===== src/sv/spr_pkg.sv =====
`timescale 1ns / 1ps
// ----------------------------------------------------------------------------
// Stream pattern replacer package
// Shared widths, codes and the job word passed from front end to back end.
// ----------------------------------------------------------------------------
package spr_pkg;

  localparam int MAX_PATTERN     = 8;
  localparam int MAX_REPLACEMENT = 8;
  localparam int BYTE_W          = 8;
  localparam int LEN_W           = 4;
  localparam int REG_W           = 64;

  localparam int WIN_W     = BYTE_W * MAX_PATTERN;
  localparam int FILL_W    = $clog2(MAX_PATTERN + 1);
  localparam int JOB_BYTES = (MAX_PATTERN > MAX_REPLACEMENT) ? MAX_PATTERN : MAX_REPLACEMENT;
  localparam int JOB_W     = BYTE_W * JOB_BYTES;
  localparam int JCNT_W    = $clog2(JOB_BYTES + 1);
  localparam int IDX_W     = (JOB_BYTES > 1) ? $clog2(JOB_BYTES) : 1;

  localparam int QUEUE_DEPTH = 4;
  localparam int QPTR_W      = $clog2(QUEUE_DEPTH);
  localparam int QCNT_W      = $clog2(QUEUE_DEPTH + 1);

  typedef enum logic {
    CMD_DATA = 1'b0,
    CMD_END  = 1'b1
  } cmd_e;

  typedef enum logic [1:0] {
    CFG_PATTERN_LEN   = 2'd0,
    CFG_PATTERN_BYTES = 2'd1,
    CFG_REPL_LEN      = 2'd2,
    CFG_REPL_BYTES    = 2'd3
  } cfg_idx_e;

  typedef struct packed {
    logic [LEN_W-1:0] pattern_len;
    logic [REG_W-1:0] pattern_bytes;
    logic [LEN_W-1:0] repl_len;
    logic [REG_W-1:0] repl_bytes;
  } cfg_t;

  // One job: emit cnt bytes of data, oldest first; flush marks the last one
  // as end of string (a flush with cnt of zero is a bare end marker).
  typedef struct packed {
    logic [JOB_W-1:0]  data;
    logic [JCNT_W-1:0] cnt;
    logic              flush;
  } job_t;

endpackage


===== src/sv/stream_pattern_replacer_top.sv =====
`timescale 1ns / 1ps
// ----------------------------------------------------------------------------
// Stream pattern replacer top level
// Replaces each non-overlapping match of a pattern with a replacement string.
// ----------------------------------------------------------------------------
// The front end takes one input word per cycle (byte or end command) while the
// queue is not full, updates the match window in that cycle and queues at most
// one job in a four-entry queue. The back end turns each job into output words
// at one byte per cycle, while the receiver takes them, through a registered
// output: a passed byte gives one word, a match gives one word per replacement
// byte (none for an empty one), and an end command gives one word per byte still
// held in the window, or one bare end marker. s_axis_tready drops only while the
// queue is full, which happens while long replacements or flushes drain or the
// receiver stalls. A result passes through the job queue and the output register.
// Write the configuration only while no words are in flight.
module stream_pattern_replacer_top (
  input  logic                        clk_i,
  input  logic                        rst_ni,
  input  logic                        cfg_we_i,
  input  logic [1:0]                  cfg_idx_i,
  input  logic [spr_pkg::REG_W-1:0]   cfg_wdata_i,
  input  logic                        s_axis_tvalid,
  output logic                        s_axis_tready,
  input  logic [spr_pkg::BYTE_W-1:0]  s_axis_tdata,  // [7:0] in_byte
  input  logic                        s_axis_tuser,  // [0] cmd
  output logic                        m_axis_tvalid,
  input  logic                        m_axis_tready,
  output logic [spr_pkg::BYTE_W-1:0]  m_axis_tdata,  // [7:0] out_byte
  output logic                        m_axis_tuser,  // [0] has_byte
  output logic                        m_axis_tlast
);
  import spr_pkg::*;

  cfg_t cfg_q;
  logic q_full;
  logic q_empty;
  logic push;
  logic pop;
  job_t push_job;
  job_t head_job;

  always_ff @(posedge clk_i or negedge rst_ni) begin
    if (!rst_ni) begin
      cfg_q <= '0;
    end else if (cfg_we_i) begin
      case (cfg_idx_e'(cfg_idx_i))
        CFG_PATTERN_LEN:   cfg_q.pattern_len   <= cfg_wdata_i[LEN_W-1:0];
        CFG_PATTERN_BYTES: cfg_q.pattern_bytes <= cfg_wdata_i;
        CFG_REPL_LEN:      cfg_q.repl_len      <= cfg_wdata_i[LEN_W-1:0];
        CFG_REPL_BYTES:    cfg_q.repl_bytes    <= cfg_wdata_i;
        default:           cfg_q               <= cfg_q;
      endcase
    end
  end

  spr_front u_front (
    .clk_i      (clk_i),
    .rst_ni     (rst_ni),
    .cfg_i      (cfg_q),
    .in_valid_i (s_axis_tvalid),
    .in_ready_o (s_axis_tready),
    .in_cmd_i   (s_axis_tuser),
    .in_byte_i  (s_axis_tdata),
    .q_full_i   (q_full),
    .push_o     (push),
    .job_o      (push_job)
  );

  spr_queue u_queue (
    .clk_i      (clk_i),
    .rst_ni     (rst_ni),
    .push_i     (push),
    .push_job_i (push_job),
    .full_o     (q_full),
    .pop_i      (pop),
    .head_o     (head_job),
    .empty_o    (q_empty)
  );

  spr_back u_back (
    .clk_i       (clk_i),
    .rst_ni      (rst_ni),
    .head_i      (head_job),
    .empty_i     (q_empty),
    .pop_o       (pop),
    .out_valid_o (m_axis_tvalid),
    .out_ready_i (m_axis_tready),
    .out_byte_o  (m_axis_tdata),
    .out_has_o   (m_axis_tuser),
    .out_last_o  (m_axis_tlast)
  );

endmodule


===== src/sv/spr_queue.sv =====
`timescale 1ns / 1ps
// ----------------------------------------------------------------------------
// Stream pattern replacer job queue
// Small register FIFO of jobs between front end and back end.
// ----------------------------------------------------------------------------
module spr_queue (
  input  logic          clk_i,
  input  logic          rst_ni,
  input  logic          push_i,
  input  spr_pkg::job_t push_job_i,
  output logic          full_o,
  input  logic          pop_i,
  output spr_pkg::job_t head_o,
  output logic          empty_o
);
  import spr_pkg::*;

  job_t              mem_q [QUEUE_DEPTH];
  logic [QPTR_W-1:0] wr_ptr_q, wr_ptr_d;
  logic [QPTR_W-1:0] rd_ptr_q, rd_ptr_d;
  logic [QCNT_W-1:0] count_q, count_d;

  assign full_o  = (count_q == QCNT_W'(QUEUE_DEPTH));
  assign empty_o = (count_q == '0);
  assign head_o  = mem_q[rd_ptr_q];

  always_comb begin
    wr_ptr_d = wr_ptr_q;
    rd_ptr_d = rd_ptr_q;
    count_d  = count_q;
    if (push_i) begin
      wr_ptr_d = wr_ptr_q + QPTR_W'(1);
    end
    if (pop_i) begin
      rd_ptr_d = rd_ptr_q + QPTR_W'(1);
    end
    if (push_i && !pop_i) begin
      count_d = count_q + QCNT_W'(1);
    end else if (pop_i && !push_i) begin
      count_d = count_q - QCNT_W'(1);
    end
  end

  always_ff @(posedge clk_i or negedge rst_ni) begin
    if (!rst_ni) begin
      wr_ptr_q <= '0;
      rd_ptr_q <= '0;
      count_q  <= '0;
    end else begin
      wr_ptr_q <= wr_ptr_d;
      rd_ptr_q <= rd_ptr_d;
      count_q  <= count_d;
    end
  end

  always_ff @(posedge clk_i) begin
    if (push_i) begin
      mem_q[wr_ptr_q] <= push_job_i;
    end
  end

`ifndef NO_ASSERTIONS
  a_no_overflow: assert property (@(posedge clk_i) disable iff (!rst_ni)
    push_i |-> !full_o)
    else $error("job pushed into full queue");

  a_no_underflow: assert property (@(posedge clk_i) disable iff (!rst_ni)
    pop_i |-> !empty_o)
    else $error("job popped from empty queue");
`endif

endmodule


===== src/sv/spr_front.sv =====
`timescale 1ns / 1ps
// ----------------------------------------------------------------------------
// Stream pattern replacer front end
// Append each byte to the window, match against the pattern, issue jobs; an end command flushes the window.
// ----------------------------------------------------------------------------
module spr_front (
  input  logic                         clk_i,
  input  logic                         rst_ni,
  input  spr_pkg::cfg_t                cfg_i,
  input  logic                         in_valid_i,
  output logic                         in_ready_o,
  input  logic                         in_cmd_i,
  input  logic [spr_pkg::BYTE_W-1:0]   in_byte_i,
  input  logic                         q_full_i,
  output logic                         push_o,
  output spr_pkg::job_t                job_o
);
  import spr_pkg::*;

  logic [WIN_W-1:0]  win_q, win_d;
  logic [FILL_W-1:0] fill_q, fill_d;
  logic [WIN_W-1:0]  win_app;
  logic [FILL_W-1:0] fill_app;
  logic [FILL_W-1:0] plen;
  logic [JCNT_W-1:0] rlen;
  logic              accept;
  logic              all_eq;
  logic              decide;
  logic              matched;
  logic              issue;

  assign in_ready_o = !q_full_i;
  assign accept     = in_valid_i && !q_full_i;
  assign push_o     = accept && issue;

  assign plen = (cfg_i.pattern_len > LEN_W'(MAX_PATTERN)) ? FILL_W'(MAX_PATTERN)
                                                          : FILL_W'(cfg_i.pattern_len);
  assign rlen = (cfg_i.repl_len > LEN_W'(MAX_REPLACEMENT)) ? JCNT_W'(MAX_REPLACEMENT)
                                                           : JCNT_W'(cfg_i.repl_len);

  always_comb begin
    fill_app = fill_q + FILL_W'(1);
    all_eq   = 1'b1;
    for (int k = 0; k < MAX_PATTERN; k++) begin
      win_app[k*BYTE_W +: BYTE_W] = (FILL_W'(k) == fill_q) ? in_byte_i
                                                           : win_q[k*BYTE_W +: BYTE_W];
    end
    for (int k = 0; k < MAX_PATTERN; k++) begin
      if ((FILL_W'(k) < plen) &&
          (win_app[k*BYTE_W +: BYTE_W] != cfg_i.pattern_bytes[k*BYTE_W +: BYTE_W])) begin
        all_eq = 1'b0;
      end
    end
    decide  = (plen == '0) || (fill_app >= plen);
    matched = (plen != '0) && decide && all_eq;
  end

  always_comb begin
    job_o  = '0;
    issue  = 1'b0;
    win_d  = win_q;
    fill_d = fill_q;
    if (cmd_e'(in_cmd_i) == CMD_END) begin
      job_o.data  = JOB_W'(win_q);
      job_o.cnt   = JCNT_W'(fill_q);
      job_o.flush = 1'b1;
      issue       = 1'b1;
      fill_d      = '0;
    end else if (matched) begin
      job_o.data = JOB_W'(cfg_i.repl_bytes);
      job_o.cnt  = rlen;
      issue      = (rlen != '0);
      win_d      = win_app >> (BYTE_W * plen);
      fill_d     = fill_app - plen;
    end else if (decide) begin
      job_o.data = JOB_W'(win_app[BYTE_W-1:0]);
      job_o.cnt  = JCNT_W'(1);
      issue      = 1'b1;
      win_d      = win_app >> BYTE_W;
      fill_d     = fill_app - FILL_W'(1);
    end else begin
      win_d  = win_app;
      fill_d = fill_app;
    end
  end

  always_ff @(posedge clk_i or negedge rst_ni) begin
    if (!rst_ni) begin
      win_q  <= '0;
      fill_q <= '0;
    end else if (accept) begin
      win_q  <= win_d;
      fill_q <= fill_d;
    end
  end

`ifndef NO_ASSERTIONS
  a_fill_bound: assert property (@(posedge clk_i) disable iff (!rst_ni)
    fill_q < FILL_W'(MAX_PATTERN))
    else $error("window holds a full pattern after a step");

  a_end_clears: assert property (@(posedge clk_i) disable iff (!rst_ni)
    (accept && in_cmd_i) |=> (fill_q == '0))
    else $error("window not cleared by end of string");

  a_pass_through: assert property (@(posedge clk_i) disable iff (!rst_ni)
    (accept && !in_cmd_i && (plen == '0)) |-> (push_o && (job_o.cnt == JCNT_W'(1))))
    else $error("pass-through byte not issued");
`endif

endmodule


===== src/sv/spr_back.sv =====
`timescale 1ns / 1ps
// ----------------------------------------------------------------------------
// Stream pattern replacer back end
// Expand queued jobs into output words, one byte per cycle while the receiver takes them.
// ----------------------------------------------------------------------------
module spr_back (
  input  logic                         clk_i,
  input  logic                         rst_ni,
  input  spr_pkg::job_t                head_i,
  input  logic                         empty_i,
  output logic                         pop_o,
  output logic                         out_valid_o,
  input  logic                         out_ready_i,
  output logic [spr_pkg::BYTE_W-1:0]   out_byte_o,
  output logic                         out_has_o,
  output logic                         out_last_o
);
  import spr_pkg::*;

  logic [IDX_W-1:0]  idx_q, idx_d;
  logic              ovalid_q, ovalid_d;
  logic [BYTE_W-1:0] obyte_q, obyte_d;
  logic              ohas_q, ohas_d;
  logic              olast_q, olast_d;
  logic              load;
  logic              last;
  logic              bare;

  assign bare  = (head_i.cnt == '0);
  assign last  = bare || ((JCNT_W'(idx_q) + JCNT_W'(1)) == head_i.cnt);
  assign load  = !empty_i && (!ovalid_q || out_ready_i);
  assign pop_o = load && last;

  always_comb begin
    idx_d    = idx_q;
    ovalid_d = ovalid_q;
    obyte_d  = obyte_q;
    ohas_d   = ohas_q;
    olast_d  = olast_q;
    if (load) begin
      ovalid_d = 1'b1;
      obyte_d  = bare ? '0 : head_i.data[idx_q*BYTE_W +: BYTE_W];
      ohas_d   = !bare;
      olast_d  = head_i.flush && last;
      idx_d    = last ? '0 : idx_q + IDX_W'(1);
    end else if (out_ready_i) begin
      ovalid_d = 1'b0;
    end
  end

  always_ff @(posedge clk_i or negedge rst_ni) begin
    if (!rst_ni) begin
      idx_q    <= '0;
      ovalid_q <= 1'b0;
    end else begin
      idx_q    <= idx_d;
      ovalid_q <= ovalid_d;
    end
  end

  always_ff @(posedge clk_i) begin
    obyte_q <= obyte_d;
    ohas_q  <= ohas_d;
    olast_q <= olast_d;
  end

  assign out_valid_o = ovalid_q;
  assign out_byte_o  = obyte_q;
  assign out_has_o   = ohas_q;
  assign out_last_o  = olast_q;

`ifndef NO_ASSERTIONS
  a_bare_is_last: assert property (@(posedge clk_i) disable iff (!rst_ni)
    (ovalid_q && !ohas_q) |-> olast_q)
    else $error("bare marker without end of string");

  a_idx_in_job: assert property (@(posedge clk_i) disable iff (!rst_ni)
    (!empty_i && !bare) |-> (JCNT_W'(idx_q) < head_i.cnt))
    else $error("byte index beyond job length");

  a_pop_rewinds: assert property (@(posedge clk_i) disable iff (!rst_ni)
    pop_o |=> (idx_q == '0))
    else $error("byte index not rewound after job");
`endif

endmodule


===== config.mk =====
export PLATFORM = sky130hd
export DESIGN_NAME = stream_pattern_replacer_top
export DESIGN_NICKNAME = d
export VERILOG_FILES = /design/src/sv/spr_pkg.sv /design/src/sv/stream_pattern_replacer_top.sv /design/src/sv/spr_queue.sv /design/src/sv/spr_front.sv /design/src/sv/spr_back.sv
export SDC_FILE = /design/constraint.sdc
export NUM_CORES = 1
export LEC_CHECK = 0
export BUFFER_PORTS_ARGS = -buffer_cell sky130_fd_sc_hd__buf_2
export CAP_MARGIN = 30
export CELL_PAD_IN_SITES_DETAIL_PLACEMENT = 2
export CELL_PAD_IN_SITES_GLOBAL_PLACEMENT = 2
export CORE_ASPECT_RATIO = 1.75
export CORE_MARGIN = 2
export CORE_UTILIZATION = 30
export CTS_CLUSTER_DIAMETER = 50
export DETAILED_ROUTE_END_ITERATION = 6
export GPL_TIMING_DRIVEN = 0
export PLACE_DENSITY = 0.55
export SETUP_SLACK_MARGIN = 0.02
export SKIP_CTS_REPAIR_TIMING = 1
export SYNTH_ARGS = -nofsm -noshare
export SYNTH_HDL_FRONTEND = slang
export SYNTH_SLANG_ARGS = --single-unit

===== constraint.sdc =====
create_clock -name clk_i -period 12.3 [get_ports clk_i]
set_input_delay 3.075 -clock clk_i [delete_from_list [all_inputs] [get_ports clk_i]]
set_output_delay 3.075 -clock clk_i [all_outputs]
set_load 0.03 [all_outputs]

==> out/qor.yml <==
pwr:
  power_density_nw_per_um2: 262
  irDropWorstVdd_mv: 0.107
  p_leak_nw: 11.6
  p_total_mw: 7.87
cts:
  clk_latency_ns: 0.64
  ctsRootBufferMaster: "clkbuf_16"
  clk_path_buf_depth: 3
  path_clk_slew_ns: 0.07
  cts_tree: "done"
  cts_made_buffers: 54
  h-tree-depth: 2
  cts_sinks: 501
layout:
  post-route-util_pct: 35.6
  nets: 2366
  area_delta_synth_final_pct: 17.7
  final.fill_count: 8819
  drive_above_1_share_pct: 21.7
job:
  cap_violations: 0
sta:
  setup_ws_ns: 3.99
  final_max_slew_viol_count: 0
  hold_viol: 0
  final-setup-viol-count: 0
  rsz0062_at_grt: "false"
  max_freq_mhz: 120
  period_needed_ns: 8.31
  skew_ns: 0.0272
  worstMarginPinSlew_ns: 1.08
  fin_crit_sh_pct: 67.5
  slew_headroom_pct: 26.1
placement:
  gp_congestion: 0.923
  place_ws_ns: 3.64
  dpl.hpwl_mm: 93.1
  io_buffers: 90
logic_synthesis:
  avgSynthCellArea_sq_um: 12.4
  synth_cell_types: 71
  syn-num-nets: 2157
  synth-seq-cells: 501
  netlist_area_sq_um: 25500
  ys_seq_area_share_pct: 54.7
  async_reset_ff_share_pct: 42.9
  syn_inst: 2059
  yosys_warnings: 0
  yosysTopAreaCell: "edfxtp_1"
  synthFlopType: "edfxtp_1"
  synth-edff-count: 286
  synth_top_area_share_pct: 33.6
  synth_area_leaders: "edfxtp_1 (34%), dfrtp_1 (21%), mux4_2 (7.5%), mux2_2 (6.3%), mux2i_1 (5.5%)"
drt:
  route.final.wire_length_mm: 116
  wl_per_cell_um: 34.1
  drtPass1Iterations: 5
  drc_errors: 0
  drtIter0Drc: 1069
  vias: 18669
  viasPerCell: 5.51
  drtAntennaViolNets: 0
floorplan:
  die_h_um: 390
  io-pin-count: 92
  start_util_pct: 30.3
  core_area_sq_um: 84300
  die_area_sq_um: 87600
  dieWidth_um: 225
  rows: 141
grt:
  overflow: 0
  grt_pass1_wl_mm: 162
  grt_max_degree: 105
  grt.total_usage_pct: 26.5
  antenna_found_initial: 0
  grt_pass1_vias: 20828
status:
  outcome: "finished, final reports clean"
setup_path:
  start_kind: "flop"
  crit_path_end_kind: "flop"
  required_ns: 12.62
  crit_fanout: 10
  crit_arrival_ns: 8.63
  worst-setup-path-type: "reg2reg"
worst_hold_path:
  hold_path.class: "reg2reg"
-- registers in the layout, indices dropped and copies added (netlist names), 2 cells and up --
| signal | cells |
|---|---|
| cfg_q | 136 |
| u_back.idx_q | 3 |
| u_back.out_byte_o | 8 |
| u_front.fill_q | 4 |
| u_front.win_q | 64 |
| u_queue.count_q | 3 |
| u_queue.mem_q | 276 |
| u_queue.rd_ptr_q | 2 |
| u_queue.wr_ptr_q | 2 |
-- path summary, 6_finish.rpt --
check	startpoint	endpoint	slack, ns	cells past startpoint
min in group asynchronous	rst_ni	cfg_q[126]$_DFFE_PN0P_	2.39	1
max in group asynchronous	rst_ni	u_front.win_q[4]$_DFFE_PN0P_	8.56	3
setup / recovery	cfg_q[135]$_DFFE_PN0P_	u_queue.mem_q[3][62]$_DFFE_PP_	3.99	20
hold reg to reg	cfg_q[3]$_DFFE_PN0P_	cfg_q[3]$_DFFE_PN0P_	0.50	1
setup reg to reg	cfg_q[135]$_DFFE_PN0P_	u_queue.mem_q[3][62]$_DFFE_PP_	3.99	20
hold / removal	cfg_q[3]$_DFFE_PN0P_	cfg_q[3]$_DFFE_PN0P_	0.50	1
-- cell type report --
cell class / instances / area [sq um] / area share [%]
inverter: 52 / 195 / 0.649
buffer: 151 / 601 / 2.00
antenna: 1 / 2.50 / 0.00833
clock buffer: 76 / 1540 / 5.11
timing repair buffer: 153 / 1290 / 4.30
sequential: 501 / 14000 / 46.5
multi-input combinational: 1355 / 10800 / 36.0
tap: 1072 / 1340 / 4.46
clock inverter: 25 / 314 / 1.04
-- critical path, cell delays in order, from the launching register on --
cell and delay, ns:
dfrtp_1 0.47, clkbuf_1 0.60, nand2b_1 0.19, clkbuf_1 0.48
inv_1 0.22, buf_1 0.26, buf_8 0.21, clkbuf_1 0.42
ha_1 0.41, fa_1 0.46, a21bo_2 0.21, a21o_1 0.12
a21oi_1 0.25, o21ai_0 0.41, clkbuf_1 0.65, clkbuf_1 0.73
a21oi_1 0.41, nor3b_2 0.80, buf_6 0.26, buf_6 0.19
buf_6 0.19
-- report_power, final --
part,total (mW),switching (mW),internal (mW)
Combinational,3.55,2.29,1.26
Sequential,2.61,0.339,2.27
Clock,1.70,0.738,0.967
-- cells in the final DEF (no fill, tap or decap), types with 11 or more instances in the layout --
master     instances
buf_8             27
nor3b_1           19
mux2_2           142
o31ai_1           20
buf_2            105
nor2b_1           20
o21ai_0          118
xnor2_1           29
nand3_1           15
inv_1             50
buf_6             30
nor3_1            33
a21oi_1           61
clkbuf_16         55
dfrtp_1          215
mux2i_1          140
nor2_1           106
o32a_1            11
a22oi_1           11
nand2_1          206
buf_1             23
a211oi_1          29
nand2b_1          63
mux4_2            85
ha_1              16
edfxtp_1         286
xor2_1            28
o22ai_1           30
a221o_1           12
and3_1            26
clkbuf_1         124
-- routing by layer --
metal	GRT usage, %	share of wire [%]	vias up
met5	0	0	-
met4	15.5	6.7	0
met1	29.5	38	9896
li1	-	-	8143
met2	49.0	53	422
met3	2.28	2.6	208
-- per-stage QoR --
stage	instances	instance area [sq um]	setup TNS [ns]	hold slack [ns]
6_report	3386	30100	0	0.501
5_1_grt	3385	30100	0	0.520
4_1_cts	3384	30000	0	0.504
3_5_place_dp	3283	28200	0	0.490
3_3_place_gp	3221	27300	-1327.45	0.478
2_1_floorplan	2059	25500	0	0.464
-- cell families (layout without fill, tap and decap cells) --
| kind of cell | Yosys count | after routing | share of synthesized area (%) |
|---|---|---|---|
| fa+ha+maj | 18 | 18 | 0.940 |
| simple gates | 533 | 533 | 9.98 |
| compound gates | 378 | 378 | 9.91 |
| mux | 369 | 369 | 19.4 |
| flops | 501 | 501 | 54.7 |
| buf+inv | 203 | 457 | 3.12 |
| xor+xnor | 57 | 57 | 1.95 |
| other cells | 0 | 1 | 0 |
-- cell usage after synthesis, drive strengths merged, types with 5 or more instances --
cell     number
a2111oi       7
mux2i       142
mux4         85
nor3b        25
a211oi       29
a22oi        11
nand2b       63
nor2        106
nor2b        20
a221o        12
clkbuf      111
mux2        142
nand3        15
nor4          7
a222oi        5
nor3         34
a221oi        9
buf          40
a21oi        61
xor2         28
and3         26
nand3b        6
o221ai        9
a31oi         5
edfxtp      286
o22ai        30
ha           16
and2         10
a21boi        5
o31ai        20
xnor2        29
o41ai         8
inv          50
o21ai       118
dfrtp       215
o32a         11
nand2       206
Power figures use the tool's default switching activity.
